`src/rtl/bcs_pkg.sv`:
```
package bcs_pkg;

  localparam int MAX_POINTS_DEF    = 8;
  localparam int COORD_BITS_DEF    = 16;
  localparam int FRACTION_BITS_DEF = 16;

  localparam int PCOUNT_BITS  = 4;
  localparam int SAMPLE_BITS  = 13;
  localparam int PIDX_BITS    = 3;
  localparam int CFG_IDX_BITS = 1;
  localparam int CFG_DATA_BITS = 13;

  localparam logic [PCOUNT_BITS-1:0] PCOUNT_RST = PCOUNT_BITS'(5);
  localparam logic [SAMPLE_BITS-1:0] SCOUNT_RST = SAMPLE_BITS'(2048);
  localparam logic [SAMPLE_BITS-1:0] MAX_SAMPLES = SAMPLE_BITS'(4096);

  localparam logic [CFG_IDX_BITS-1:0] REG_POINT_COUNT  = CFG_IDX_BITS'(0);
  localparam logic [CFG_IDX_BITS-1:0] REG_SAMPLE_COUNT = CFG_IDX_BITS'(1);

  localparam logic OP_LOAD   = 1'b0;
  localparam logic OP_SAMPLE = 1'b1;

  // binomials for up to 16 points, C(15,7) needs 13 bits
  localparam int BINOM_ROWS     = 16;
  localparam int BINOM_IDX_BITS = 4;
  localparam int BINOM_BITS     = 13;

  typedef logic [BINOM_ROWS-1:0][BINOM_ROWS-1:0][BINOM_BITS-1:0] binom_tab_t;

  function automatic binom_tab_t binom_build();
    binom_tab_t tab;
    tab = '0;
    for (int r = 0; r < BINOM_ROWS; r++) begin
      tab[r][0] = BINOM_BITS'(1);
      for (int c = 1; c <= r; c++) begin
        tab[r][c] = tab[r-1][c-1] + tab[r-1][c];
      end
    end
    return tab;
  endfunction

  localparam binom_tab_t BINOM = binom_build();

  typedef enum logic [2:0] {
    ST_IDLE,
    ST_DIV,
    ST_PREP,
    ST_UPOW,
    ST_TERM,
    ST_DONE
  } state_e;

  typedef enum logic [2:0] {
    TS_BASIS,
    TS_PX,
    TS_PY,
    TS_XLO,
    TS_XHI,
    TS_YLO,
    TS_YHI,
    TS_TPOW
  } term_step_e;

endpackage

```
`src/rtl/bezier_curve_sampler.sv`:
```
// channel   direction  handshake                    payload
// input     in         in_valid_i / in_stall_o      operation, point_index, point_x/y, sample_index
// output    out        out_valid_o / out_stall_i    curve_x, curve_y, last_sample
// config    in         cfg_we_i (no wait)           cfg_idx_i, cfg_data_i
//
// a load item leaves in_stall_o low
// a sample item holds in_stall_o high until its result moves to the output register, paced
// by the one-bit-per-cycle divider for t and the single shared multiplier
// rst_ni clears control and loads point_count 5, sample_count 2048; control points need a load
// a finished result waits in the output register; loads are still taken meanwhile
module bezier_curve_sampler #(
  parameter int MAX_POINTS    = bcs_pkg::MAX_POINTS_DEF,
  parameter int COORD_BITS    = bcs_pkg::COORD_BITS_DEF,
  parameter int FRACTION_BITS = bcs_pkg::FRACTION_BITS_DEF
) (
  input  logic                                  clk_i,
  input  logic                                  rst_ni,
  input  logic                                  in_valid_i,
  output logic                                  in_stall_o,
  input  logic                                  operation_i,
  input  logic [bcs_pkg::PIDX_BITS-1:0]         point_index_i,
  input  logic signed [COORD_BITS-1:0]          point_x_i,
  input  logic signed [COORD_BITS-1:0]          point_y_i,
  input  logic [bcs_pkg::SAMPLE_BITS-1:0]       sample_index_i,
  output logic                                  out_valid_o,
  input  logic                                  out_stall_i,
  output logic signed [COORD_BITS-1:0]          curve_x_o,
  output logic signed [COORD_BITS-1:0]          curve_y_o,
  output logic                                  last_sample_o,
  input  logic                                  cfg_we_i,
  input  logic [bcs_pkg::CFG_IDX_BITS-1:0]      cfg_idx_i,
  input  logic [bcs_pkg::CFG_DATA_BITS-1:0]     cfg_data_i
);

  localparam int FB   = FRACTION_BITS;
  localparam int IW   = $clog2(MAX_POINTS);
  localparam int SB   = bcs_pkg::SAMPLE_BITS;
  localparam int PW   = COORD_BITS + FB + 1;
  localparam int LO   = PW / 2;
  localparam int AW1  = (FB + 2 > COORD_BITS) ? FB + 2 : COORD_BITS;
  localparam int AW   = (AW1 > LO + 1) ? AW1 : LO + 1;
  localparam int BW   = (FB + 2 > bcs_pkg::BINOM_BITS + 1) ? FB + 2 : bcs_pkg::BINOM_BITS + 1;
  localparam int PRW  = AW + BW;
  localparam int AC1  = PW + bcs_pkg::BINOM_BITS + 5;
  localparam int AC2  = PRW + LO;
  localparam int ACCW = (AC1 > AC2) ? AC1 : AC2;
  localparam int NUMW = SB + FB + 1;
  localparam int DCW  = $clog2(FB + 1);
  localparam logic [FB:0] ONE = {1'b1, {FB{1'b0}}};

  bcs_pkg::state_e     state_q, state_d;
  bcs_pkg::term_step_e step_q, step_d;

  logic [IW-1:0]  idx_q;
  logic [DCW-1:0] div_cnt_q;
  logic           out_valid_q;
  logic [bcs_pkg::PCOUNT_BITS-1:0] pc_q;
  logic [SB-1:0]  sc_q;

  logic signed [COORD_BITS-1:0] cp_x_q [MAX_POINTS];
  logic signed [COORD_BITS-1:0] cp_y_q [MAX_POINTS];
  logic [FB:0]    upow_q [MAX_POINTS];

  logic [SB-1:0]  m_q;
  logic           last_q;
  logic [SB-1:0]  div_rem_q;
  logic [FB:0]    div_num_q;
  logic [FB:0]    div_quo_q;
  logic [FB:0]    u_q, pw_q, tp_q, b_q;
  logic [PW-1:0]  px_q, py_q;
  logic signed [ACCW-1:0] acc_x_q, acc_y_q;
  logic signed [COORD_BITS-1:0] curve_x_q, curve_y_q;
  logic           out_last_q;

  logic           in_acc, out_fire;
  logic [IW-1:0]  n_act;
  logic [SB-1:0]  m_cl, k_cl;
  logic [NUMW-1:0] num;
  logic [SB:0]    div_trial;
  logic           div_ge;
  logic [SB-1:0]  div_rem_nx;
  logic signed [COORD_BITS-1:0] cp_x_rd, cp_y_rd;
  logic [FB:0]    upow_rd;
  logic [bcs_pkg::BINOM_BITS-1:0] binom_c;
  logic signed [AW-1:0]  mul_a;
  logic signed [BW-1:0]  mul_b;
  logic signed [PRW-1:0] mul_p;
  logic [PRW-1:0] qsum;
  logic [FB:0]    qm;
  logic signed [ACCW-1:0] rx, ry, qx, qy;

  function automatic logic [COORD_BITS-1:0] sat(input logic signed [ACCW-1:0] q);
    logic fits;
    fits = (&q[ACCW-1:COORD_BITS-1]) || !(|q[ACCW-1:COORD_BITS-1]);
    if (fits) begin
      return q[COORD_BITS-1:0];
    end else if (q[ACCW-1]) begin
      return {1'b1, {(COORD_BITS-1){1'b0}}};
    end else begin
      return {1'b0, {(COORD_BITS-1){1'b1}}};
    end
  endfunction

  // clamped configuration
  always_comb begin
    if (pc_q < bcs_pkg::PCOUNT_BITS'(2)) begin
      n_act = IW'(1);
    end else if ({1'b0, pc_q} > (bcs_pkg::PCOUNT_BITS + 1)'(MAX_POINTS)) begin
      n_act = IW'(MAX_POINTS - 1);
    end else begin
      n_act = IW'(pc_q - bcs_pkg::PCOUNT_BITS'(1));
    end
    if (sc_q == '0) begin
      m_cl = SB'(1);
    end else if (sc_q > bcs_pkg::MAX_SAMPLES) begin
      m_cl = bcs_pkg::MAX_SAMPLES;
    end else begin
      m_cl = sc_q;
    end
    k_cl = (sample_index_i > m_cl) ? m_cl : sample_index_i;
    num  = {1'b0, k_cl, {FB{1'b0}}} + NUMW'(m_cl >> 1);
  end

  // restoring divider step
  assign div_trial  = {div_rem_q, div_num_q[FB]};
  assign div_ge     = div_trial >= {1'b0, m_q};
  assign div_rem_nx = div_ge ? SB'(div_trial - {1'b0, m_q}) : SB'(div_trial);

  assign cp_x_rd = cp_x_q[idx_q];
  assign cp_y_rd = cp_y_q[idx_q];
  assign upow_rd = upow_q[IW'(n_act - idx_q)];
  assign binom_c = bcs_pkg::BINOM[bcs_pkg::BINOM_IDX_BITS'(n_act)]
                                 [bcs_pkg::BINOM_IDX_BITS'(idx_q)];

  // shared multiplier operand select
  always_comb begin
    mul_a = '0;
    mul_b = '0;
    case (state_q)
      bcs_pkg::ST_UPOW: begin
        mul_a = AW'(pw_q);
        mul_b = BW'(u_q);
      end
      bcs_pkg::ST_TERM: begin
        case (step_q)
          bcs_pkg::TS_BASIS: begin
            mul_a = AW'(tp_q);
            mul_b = BW'(upow_rd);
          end
          bcs_pkg::TS_PX: begin
            mul_a = AW'(cp_x_rd);
            mul_b = BW'(b_q);
          end
          bcs_pkg::TS_PY: begin
            mul_a = AW'(cp_y_rd);
            mul_b = BW'(b_q);
          end
          bcs_pkg::TS_XLO: begin
            mul_a = AW'(px_q[LO-1:0]);
            mul_b = BW'(binom_c);
          end
          bcs_pkg::TS_XHI: begin
            mul_a = AW'(signed'(px_q[PW-1:LO]));
            mul_b = BW'(binom_c);
          end
          bcs_pkg::TS_YLO: begin
            mul_a = AW'(py_q[LO-1:0]);
            mul_b = BW'(binom_c);
          end
          bcs_pkg::TS_YHI: begin
            mul_a = AW'(signed'(py_q[PW-1:LO]));
            mul_b = BW'(binom_c);
          end
          bcs_pkg::TS_TPOW: begin
            mul_a = AW'(tp_q);
            mul_b = BW'(div_quo_q);
          end
          default: begin
            mul_a = '0;
            mul_b = '0;
          end
        endcase
      end
      default: begin
        mul_a = '0;
        mul_b = '0;
      end
    endcase
  end

  assign mul_p = mul_a * mul_b;
  assign qsum  = PRW'(mul_p) + (PRW'(1) << (FB - 1));
  assign qm    = qsum[FB +: FB + 1];

  assign rx = acc_x_q + (ACCW'(1) <<< (FB - 1));
  assign ry = acc_y_q + (ACCW'(1) <<< (FB - 1));
  assign qx = rx >>> FB;
  assign qy = ry >>> FB;

  // outputs
  always_comb begin
    in_stall_o    = (state_q != bcs_pkg::ST_IDLE);
    in_acc        = in_valid_i && !in_stall_o;
    out_fire      = (state_q == bcs_pkg::ST_DONE) && (!out_valid_q || !out_stall_i);
    out_valid_o   = out_valid_q;
    curve_x_o     = curve_x_q;
    curve_y_o     = curve_y_q;
    last_sample_o = out_last_q;
  end

  // next state
  always_comb begin
    state_d = state_q;
    step_d  = step_q;
    case (state_q)
      bcs_pkg::ST_IDLE: begin
        if (in_acc && operation_i == bcs_pkg::OP_SAMPLE) begin
          state_d = bcs_pkg::ST_DIV;
        end
      end
      bcs_pkg::ST_DIV: begin
        if (div_cnt_q == DCW'(FB)) begin
          state_d = bcs_pkg::ST_PREP;
        end
      end
      bcs_pkg::ST_PREP: begin
        state_d = bcs_pkg::ST_UPOW;
      end
      bcs_pkg::ST_UPOW: begin
        if (idx_q == n_act) begin
          state_d = bcs_pkg::ST_TERM;
          step_d  = bcs_pkg::TS_BASIS;
        end
      end
      bcs_pkg::ST_TERM: begin
        case (step_q)
          bcs_pkg::TS_BASIS: step_d = bcs_pkg::TS_PX;
          bcs_pkg::TS_PX:    step_d = bcs_pkg::TS_PY;
          bcs_pkg::TS_PY:    step_d = bcs_pkg::TS_XLO;
          bcs_pkg::TS_XLO:   step_d = bcs_pkg::TS_XHI;
          bcs_pkg::TS_XHI:   step_d = bcs_pkg::TS_YLO;
          bcs_pkg::TS_YLO:   step_d = bcs_pkg::TS_YHI;
          bcs_pkg::TS_YHI: begin
            if (idx_q == n_act) begin
              state_d = bcs_pkg::ST_DONE;
            end else begin
              step_d = bcs_pkg::TS_TPOW;
            end
          end
          bcs_pkg::TS_TPOW:  step_d = bcs_pkg::TS_BASIS;
          default:           step_d = bcs_pkg::TS_BASIS;
        endcase
      end
      bcs_pkg::ST_DONE: begin
        if (out_fire) begin
          state_d = bcs_pkg::ST_IDLE;
        end
      end
      default: state_d = bcs_pkg::ST_IDLE;
    endcase
  end

  always_ff @(posedge clk_i or negedge rst_ni) begin
    if (!rst_ni) begin
      state_q     <= bcs_pkg::ST_IDLE;
      step_q      <= bcs_pkg::TS_BASIS;
      idx_q       <= '0;
      div_cnt_q   <= '0;
      out_valid_q <= 1'b0;
      pc_q        <= bcs_pkg::PCOUNT_RST;
      sc_q        <= bcs_pkg::SCOUNT_RST;
    end else begin
      state_q     <= state_d;
      step_q      <= step_d;
      out_valid_q <= out_fire || (out_valid_q && out_stall_i);
      if (in_acc) begin
        div_cnt_q <= '0;
      end else if (state_q == bcs_pkg::ST_DIV) begin
        div_cnt_q <= div_cnt_q + DCW'(1);
      end
      case (state_q)
        bcs_pkg::ST_PREP: idx_q <= IW'(1);
        bcs_pkg::ST_UPOW: idx_q <= (idx_q == n_act) ? '0 : idx_q + IW'(1);
        bcs_pkg::ST_TERM: begin
          if (step_q == bcs_pkg::TS_TPOW) begin
            idx_q <= idx_q + IW'(1);
          end
        end
        default: idx_q <= idx_q;
      endcase
      if (cfg_we_i) begin
        case (cfg_idx_i)
          bcs_pkg::REG_POINT_COUNT:  pc_q <= bcs_pkg::PCOUNT_BITS'(cfg_data_i);
          bcs_pkg::REG_SAMPLE_COUNT: sc_q <= SB'(cfg_data_i);
          default: ;
        endcase
      end
    end
  end

  always_ff @(posedge clk_i) begin
    if (in_acc && operation_i == bcs_pkg::OP_LOAD && int'(point_index_i) < MAX_POINTS) begin
      cp_x_q[IW'(point_index_i)] <= point_x_i;
      cp_y_q[IW'(point_index_i)] <= point_y_i;
    end
  end

  always_ff @(posedge clk_i) begin
    if (state_q == bcs_pkg::ST_PREP) begin
      upow_q[IW'(0)] <= ONE;
    end else if (state_q == bcs_pkg::ST_UPOW) begin
      upow_q[idx_q] <= qm;
    end
  end

  always_ff @(posedge clk_i) begin
    if (in_acc && operation_i == bcs_pkg::OP_SAMPLE) begin
      m_q       <= m_cl;
      last_q    <= (sample_index_i >= m_cl);
      div_rem_q <= num[NUMW-1:FB+1];
      div_num_q <= num[FB:0];
      div_quo_q <= '0;
    end
    case (state_q)
      bcs_pkg::ST_DIV: begin
        div_rem_q <= div_rem_nx;
        div_num_q <= {div_num_q[FB-1:0], 1'b0};
        div_quo_q <= {div_quo_q[FB-1:0], div_ge};
      end
      bcs_pkg::ST_PREP: begin
        u_q     <= ONE - div_quo_q;
        pw_q    <= ONE;
        tp_q    <= ONE;
        acc_x_q <= '0;
        acc_y_q <= '0;
      end
      bcs_pkg::ST_UPOW: pw_q <= qm;
      bcs_pkg::ST_TERM: begin
        case (step_q)
          bcs_pkg::TS_BASIS: b_q     <= qm;
          bcs_pkg::TS_PX:    px_q    <= mul_p[PW-1:0];
          bcs_pkg::TS_PY:    py_q    <= mul_p[PW-1:0];
          bcs_pkg::TS_XLO:   acc_x_q <= acc_x_q + ACCW'(mul_p);
          bcs_pkg::TS_XHI:   acc_x_q <= acc_x_q + (ACCW'(mul_p) <<< LO);
          bcs_pkg::TS_YLO:   acc_y_q <= acc_y_q + ACCW'(mul_p);
          bcs_pkg::TS_YHI:   acc_y_q <= acc_y_q + (ACCW'(mul_p) <<< LO);
          bcs_pkg::TS_TPOW:  tp_q    <= qm;
          default: ;
        endcase
      end
      bcs_pkg::ST_DONE: begin
        if (out_fire) begin
          curve_x_q  <= sat(qx);
          curve_y_q  <= sat(qy);
          out_last_q <= last_q;
        end
      end
      default: ;
    endcase
  end

  a_load_keeps_ready: assert property (@(posedge clk_i) disable iff (!rst_ni)
    in_acc && operation_i == bcs_pkg::OP_LOAD |=> !in_stall_o)
    else $error("load item stalled the input");

  a_sample_starts_div: assert property (@(posedge clk_i) disable iff (!rst_ni)
    in_acc && operation_i == bcs_pkg::OP_SAMPLE |=>
      state_q == bcs_pkg::ST_DIV && div_cnt_q == '0)
    else $error("sample item did not start the divider");

  a_div_rem_below: assert property (@(posedge clk_i) disable iff (!rst_ni)
    state_q == bcs_pkg::ST_DIV |-> div_rem_q < m_q)
    else $error("divider remainder not below divisor");

  a_t_plus_u: assert property (@(posedge clk_i) disable iff (!rst_ni)
    state_q == bcs_pkg::ST_UPOW || state_q == bcs_pkg::ST_TERM |->
      (FB + 2)'(div_quo_q) + (FB + 2)'(u_q) == (FB + 2)'(ONE))
    else $error("t and 1 - t out of step");

  a_result_lands: assert property (@(posedge clk_i) disable iff (!rst_ni)
    out_fire |=> out_valid_o && state_q == bcs_pkg::ST_IDLE)
    else $error("finished sample did not reach the output register");

endmodule

```
`config.mk`:
```
export PLATFORM = sky130hd
export DESIGN_NAME = bezier_curve_sampler
export DESIGN_NICKNAME = d
export VERILOG_FILES = /design/src/rtl/bcs_pkg.sv /design/src/rtl/bezier_curve_sampler.sv
export SDC_FILE = /design/constraint.sdc
export NUM_CORES = 2
export LEC_CHECK = 0
export BUFFER_PORTS_ARGS = -buffer_cell sky130_fd_sc_hd__buf_4
export CAP_MARGIN = 20
export CORE_ASPECT_RATIO = 1.25
export CORE_MARGIN = 1.5
export CORE_UTILIZATION = 45
export DETAILED_ROUTE_END_ITERATION = 16
export PLACE_DENSITY_LB_ADDON = 0.1
export RECOVER_POWER = 100
export REMOVE_ABC_BUFFERS = 1
export SLEW_MARGIN = 40
export SYNTH_ARGS = -nofsm -noshare
export SYNTH_HDL_FRONTEND = slang
export SYNTH_SLANG_ARGS = --single-unit
```
`constraint.sdc`:
```
create_clock -name clk_i -period 17.6 [get_ports clk_i]
set_input_delay 3.52 -clock clk_i [delete_from_list [all_inputs] [get_ports clk_i]]
set_output_delay 3.52 -clock clk_i [all_outputs]
set_load 0.01 [all_outputs]
```
## After elaboration in Yosys (flattened, before gate mapping)

Memory sizes are Yosys's and may differ from the RTL's.
Cells that the tools add are included.

| cells by class | value |
|---|---|
| add/sub/neg operators | 14 |
| multiply operators | 1 |
| $lt $le $gt $ge | 8 |
| eq/ne operators | 24 |
| multiplexer cells | 56 |
| bitwise logic cells | 2 |
| reductions and logical operators | 44 |

Operator list:

| cell | number |
|---|---|
| $pmux 52 s2 | 4 |
| $pmux 18 s7 | 1 |
| $add 52x17->52 const B | 2 |
| $add 52x36->52 | 2 |
| $add 52x52->52 | 2 |
| $mux 104 | 1 |
| $mux 17 | 6 |
| $mux 13 | 7 |
| $pmux 18 s2 | 2 |
| $pmux 18 s4 | 1 |
| $pmux 17 s2 | 2 |
| $mux 16 | 4 |
| $reduce_and 21->1 | 2 |
| $reduce_or 21->1 | 2 |
| $bmux 13 s3 | 1 |
| $mux 3 | 13 |
| $mul 18x18->36 | 1 |
| $add 33x17->33 const B | 1 |
| $add 29x12->30 | 1 |
| $pmux 3 s8 | 1 |
| $reduce_and 2->1 | 10 |
| $eq 3x3->1 const B | 6 |
| $pmux 3 s6 | 1 |
| $reduce_or 17->1 | 1 |
| other kinds (37) | 75 |

| word-level totals | value |
|---|---|
| register bits | 364 |
| bits in writable memories | 392 |
| ROM bits | 1,664 |
| output and inout bits | 35 |
| logic and storage cells | 177 |
| memories kept | 4 |

Memory list:

| memory | depth | width | rd ports | clocked after Yosys merged registers in | write ports | line | source |
|---|---|---|---|---|---|---|---|
| (name not given) | 8 | 208 | 1 | 0 | 0 | bezier_curve_sampler.sv:132 | `assign binom_c = bcs_pkg::BINOM[bcs_pkg::BINOM_IDX_BITS'(n_act)]` |
| upow_q | 8 | 17 | 1 | 0 | 1 | bezier_curve_sampler.sv:62 | `logic [FB:0] upow_q [MAX_POINTS];` |
| cp_x_q | 8 | 16 | 1 | 0 | 1 | bezier_curve_sampler.sv:60 | `logic signed [COORD_BITS-1:0] cp_x_q [MAX_POINTS];` |
| cp_y_q | 8 | 16 | 1 | 0 | 1 | bezier_curve_sampler.sv:61 | `logic signed [COORD_BITS-1:0] cp_y_q [MAX_POINTS];` |

## Logic depth before layout (Yosys ltp)

| depth | value |
|---|---|
| depth after elaboration | 13 |
| gate-level depth with buffers | 49 |
| gate-level depth less buffers | 47 |

## Worst setup path after synthesis

OpenSTA, ideal clock, no wires.

| path | value |
|---|---|
| path kind | reg2reg |
| start | register pc_q[0] (netlist bit) |
| end | register acc_x_q[47], data pin |
| setup time | 0.263 ns |
| arrival time | 12.241 ns |
| data required time | 17.337 ns |
| setup slack | 5.096 ns |
| stages on the path, launching flop included | 46 |
| buffers on the path | 4 |
| clock period less this slack | 12.504 ns |
| cells stage by stage | dfstp_2 inv_1 ha_1 o21ba_2 o22ai_1 fa_1 xor2_4 buf_6 mux4_2 mux2i_1 nand2_1 a32oi_2 buf_4 nor2_1 fa_1 inv_1 fa_1 fa_1 [10 not listed] nand4_1 and3_1 o31a_1 o2111ai_1 a21oi_1 xnor2_1 ha_1 clkbuf_1 a21oi_1 o21ai_0 nor4_1 o31ai_1 a221oi_1 o21ai_0 a21oi_1 o21ai_0 a32oi_1 o31ai_1 |

| between the ends | value |
|---|---|
| cells in the longest elaborated chain, start to end | 13 |
| elaborated cells between the ends (all ways) | 18 |
| classes of those cells | add/sub (4); mul (1); order compare (2); mux (9); memory (2) |

RTL lines:

| what | line | source |
|---|---|---|
| start, declared | bezier_curve_sampler.sv:57 | `logic [bcs_pkg::PCOUNT_BITS-1:0] pc_q;` |
| start signal, assigned | bezier_curve_sampler.sv:270 | `pc_q <= bcs_pkg::PCOUNT_RST;` |
| start signal, assigned | bezier_curve_sampler.sv:293 | `bcs_pkg::REG_POINT_COUNT: pc_q <= bcs_pkg::PCOUNT_BITS'(cfg_data_i);` |
| $gt 4x4->1 or $sub 3x1->3 (tied branches) | bezier_curve_sampler.sv:108, bezier_curve_sampler.sv:111 |  |
| $mux 3 | bezier_curve_sampler.sv:108 | `end else if ({1'b0, pc_q} > (bcs_pkg::PCOUNT_BITS + 1)'(MAX_POINTS)) begin` |
| $mux 3 (*) | bezier_curve_sampler.sv:106 | `if (pc_q < bcs_pkg::PCOUNT_BITS'(2)) begin` |
| $mem_v2 8x208 | n/a |  |
| $mux 104 (not written as such) | bezier_curve_sampler.sv:132 |  |
| $bmux 13 s3 | bezier_curve_sampler.sv:132 |  |
| $mux 13 (not written as such) | bezier_curve_sampler.sv:132 |  |
| $pmux 18 s4 (*) | bezier_curve_sampler.sv:145 | `case (step_q)` |
| $pmux 18 s2 (*) | bezier_curve_sampler.sv:139 | `case (state_q)` |
| $mul 18x18->36 (*) | bezier_curve_sampler.sv:191 | `assign mul_p = mul_a * mul_b;` |
| $add 52x52->52 or $add 52x36->52 (tied branches) | bezier_curve_sampler.sv:344, bezier_curve_sampler.sv:343 |  |
| $pmux 52 s2 (*) | bezier_curve_sampler.sv:339 | `case (step_q)` |
| $pmux 52 s2 (*) | bezier_curve_sampler.sv:324 | `case (state_q)` |
| end signal, assigned | bezier_curve_sampler.sv:343 | `bcs_pkg::TS_XLO: acc_x_q <= acc_x_q + ACCW'(mul_p);` |
| end signal, assigned | bezier_curve_sampler.sv:344 | `bcs_pkg::TS_XHI: acc_x_q <= acc_x_q + (ACCW'(mul_p) <<< LO);` |
| end, declared | bezier_curve_sampler.sv:71 | `logic signed [ACCW-1:0] acc_x_q, acc_y_q;` |

Mark *: on every way between the ends. The rest lies on a longest branch, timed or not. The select of a mux whose other input is x is not followed.
A chain may end at the register's enable or synchronous reset.

## Worst setup path in the final report

| path | value |
|---|---|
| start | register idx_q[0] |
| end | register acc_x_q[47], data pin |

| between the ends | value |
|---|---|
| cells in the longest elaborated chain, start to end | 8 |
| elaborated cells between the ends (all ways) | 15 |
| classes of those cells | add/sub (3); mul (1); mux (8); memory (3) |

RTL lines:

| what | line | source |
|---|---|---|
| start, declared | bezier_curve_sampler.sv:54 | `logic [IW-1:0] idx_q;` |
| start signal, assigned | bezier_curve_sampler.sv:283 | `bcs_pkg::ST_UPOW: idx_q <= (idx_q == n_act) ? '0 : idx_q + IW'(1);` |
| start signal, assigned | bezier_curve_sampler.sv:286 | `idx_q <= idx_q + IW'(1);` |
| start signal, assigned | bezier_curve_sampler.sv:289 | `default: idx_q <= idx_q;` |
| $sub 3x3->3 or $bmux 13 s3 (tied branches) | bezier_curve_sampler.sv:131, bezier_curve_sampler.sv:132 |  |
| $mem_v2 8x17 or $mux 13 (tied branches) | n/a |  |
| $pmux 18 s4 | bezier_curve_sampler.sv:145 |  |
| $pmux 18 s2 | bezier_curve_sampler.sv:139 |  |
| $mul 18x18->36 (*) | bezier_curve_sampler.sv:191 |  |
| net mul_p[32] | bezier_curve_sampler.sv:87 | `logic signed [PRW-1:0] mul_p;` |
| $add 52x36->52 (*) | bezier_curve_sampler.sv:343 |  |
| $pmux 52 s2 (*) | bezier_curve_sampler.sv:339 |  |
| $pmux 52 s2 (*) | bezier_curve_sampler.sv:324 |  |

The timed path passes the listed nets; every way through them passes the cells marked *. The select of a mux whose other input is x is not followed.

==> qor.csv <==
metric,value,unit
coreArea,120000,um2
synth_compound_area_frac,0.126,
worstSetupPathType,reg2reg,
clk_latency,0.71,ns
final_antenna_net_count,0,
syn_avg_cell_area,10.9,um2
syn2layout_area_growth,9.39,%
synth_fa_ha_area_frac,0.185,
cts_buffers,82,
start_util,0.455,
clockRootBuffer,clkbuf_16,
wire_per_inst,24.0,um
synth_top_family_by_area,adder cells,
viasPerCell,5.81,
finalSetupTns,0,ns
reg2reg_slack,2.56,ns
yosysTopAreaCellShare,0.397,
clkSlewWorstSetupHoldPaths,0.06,ns
grt-ovfl-total,0,
syn_inst,5035,
crit_top_cell,fa_1,
tightest_slew,3.74,ns
fillers,11000,
rows,142,
rsz0062_at_grt,false,
multi_input_area,29600,um2
finalInstanceArea,59800,um2
synthArstFlopShare,0.0423,
hold_violations,0,
cp-end-kind,register,
dpl_cell_area,57900,um2
cts.sinks,756,
regArea,22500,um2
io_buffers,102,
holdWs,0.477,ns
grt_max_degree,63,
min_path_type,reg2reg,
fin_crit,15.04,ns
final_nets,5820,
muxShareOfSynthArea,0.0655,
cp_data_arrival_time,15.47,ns
ys.flop_type,edfxtp_1,
critPathMaxFanout,43,
synth-seq-area-share,0.412,
synth.area.top_cells,"edfxtp_1 (40%), fa_1 (12%), ha_1 (6.9%)",
cts_resized,0,
cpMaxStageDelayCell,clkbuf_1,
htree_levels,3,
die_area,124000,um2
synth-xor-area-share,0.0428,
yosysTopAreaCell,edfxtp_1,
die_w,315,um
die_h,393,um
post_cts_buffers,0,
fmax,66.5,MHz
antenna_found_initial,2,
path_buf_inv,7,
max_slew_margin,-1.49,
fin_crit_sh,0.854,
ios,103,
layout-drive-gt1-share,0.0825,
initialDrtViolationCount,3204,
yosys.area_share.simple,0.118,
fin_skew,0.0319,ns
drv_slew,702,
drtPass1Iterations,9,
slowest_delay,2.43,ns
cts_tree,built,
ys_seq_elements,756,
outcome,"finished, violations left",
finalSetupViolCount,0,
critPathRequiredTime,18.03,ns
grt_pass1_wl,245000,um
violations,"capacitance limit, slew limit",
syn_area,54700,um2
synth_edf_count,723,
pre_cts_ws,4.01,ns
grt_pass1_vias,39900,
wirelength,162000,um
hpwl,117000,um
startpoint_type,register,
layout_setup_ws,2.56,ns
vias,39400,
ys_types,98,
clock_path_buffers,3,
cts_hold_buf,0,
place_congestion,0.897,
drc,0,
grt_usage,0.265,
drv_cap,21,
ys.warnings.count,0,
critPathTopFamily,compound AO/OA/AOI/OAI gates,
registers in the layout (all words and copies together), names as in the netlist, 17 cells and up:
register and count:
div_quo_q 17, px_q 33, b_q 17, tp_q 17, pw_q 17, acc_y_q 52, div_num_q 17, acc_x_q 52
cp_x_q 128, py_q 33, cp_y_q 128, upow_q 136, u_q 17
worst register-to-register path, delay by kind of cell (launching register included):
family                     cells  cell delay (ns)
adders and majority gates      8             3.84
xor gates and xnor gates       1             0.88
DFF                            1             0.99
and+or+nand+nor                4             0.79
muxes                          2             0.69
AOI/OAI and AO/OA             17             4.16
buffers and inverters          7             3.44
layout make-up:
class                           count  share of cell area
Tap cell                         1584              0.0331
Antenna cell                        2           0.0000836
Clock inverter                     42             0.00734
Timing Repair Buffer              214              0.0192
Sequential cell                   756               0.377
Inverter                          521              0.0327
Multi-Input combinational cell   3558               0.494
Clock buffer                      106              0.0372
cells by family after synthesis:
group                      count (synthesis)
and+or+nand+nor                         1380
AOI/OAI and AO/OA                       1070
DFF                                      756
buffers and inverters                    721
adders and majority gates                619
xor gates and xnor gates                 261
muxes                                    228
path summary, 6_finish.rpt:
check / from / to / cells past startpoint
worst max-delay path: idx_q[0]$_DFFE_PN0P_ / acc_x_q[47]$_SDFFCE_PN0P_ / 39
worst min-delay path: div_num_q[0]$_SDFFE_PP0P_ / div_num_q[0]$_SDFFE_PP0P_ / 2
worst max register to register: idx_q[0]$_DFFE_PN0P_ / acc_x_q[47]$_SDFFCE_PN0P_ / 39
worst min register to register: div_num_q[0]$_SDFFE_PP0P_ / div_num_q[0]$_SDFFE_PP0P_ / 2
max in group asynchronous: rst_ni / idx_q[1]$_DFFE_PN0P_ / 1
min in group asynchronous: rst_ni / out_valid_o$_DFF_PN0_ / 1
cell usage in the layout, fill, tap and decap left out, types with 19 or more instances in the layout:
master / count
edfxtp_1: 723
inv_1: 521
nor2_1: 422
nand2_1: 409
a21oi_1: 350
fa_1: 317
ha_1: 302
o21ai_0: 211
clkbuf_1: 150
xnor2_1: 136
a21o_1: 116
xor2_1: 113
mux4_2: 101
mux2i_1: 97
nand3_1: 90
clkbuf_16: 83
buf_4: 74
nand2b_1: 69
nand4_1: 61
nor3_1: 54
and3_1: 48
a211oi_1: 46
nor2b_1: 44
and2_1: 39
o21bai_1: 38
o21a_1: 32
a31oi_1: 31
mux2_2: 30
o22ai_1: 27
o211ai_1: 27
dfrtp_1: 26
or3_1: 25
nor4_1: 19
Yosys cell counts (15+ instances only):
library cell  instances
mux2i_1              97
a31oi_1              31
o31ai_1              15
fa_1                317
a211oi_1             46
nand4_1              61
nor2_1              430
mux4_2              101
o21a_1               32
nand2b_1             69
or3_1                25
and2_1               55
o22ai_1              27
mux2_2               30
nor4_1               19
xnor2_1             143
clkbuf_1            149
o21ai_0             211
nand2_1             413
buf_1                16
nand3_1              90
a21oi_1             354
nor3_1               53
a21o_1              117
o21bai_1             38
ha_1                302
or2_2                17
o211ai_1             26
dfrtp_1              29
and3_1               48
inv_1               521
buf_2                22
edfxtp_1            723
xor2_1              114
nor2b_1              44
per-layer routing:
metal | vias up | track usage | share of wire
li1 | 18200 | - | -
met3 | 293 | 0.0340 | 0.052
met5 | - | 0 | 0.00019
met2 | 1149 | 0.460 | 0.50
met4 | 4 | 0.121 | 0.047
met1 | 19800 | 0.327 | 0.40
stage by stage:
step                utilization  cells
floorplan                     -   4835
global placement          0.479   6626
detailed placement        0.482   6632
CTS                       0.504   6780
global route              0.498   6781
finish                    0.498   6783
Power is left out: the tool's default activity adds up to more than one toggle a clock period on the data nets, which glitch-free logic cannot reach.
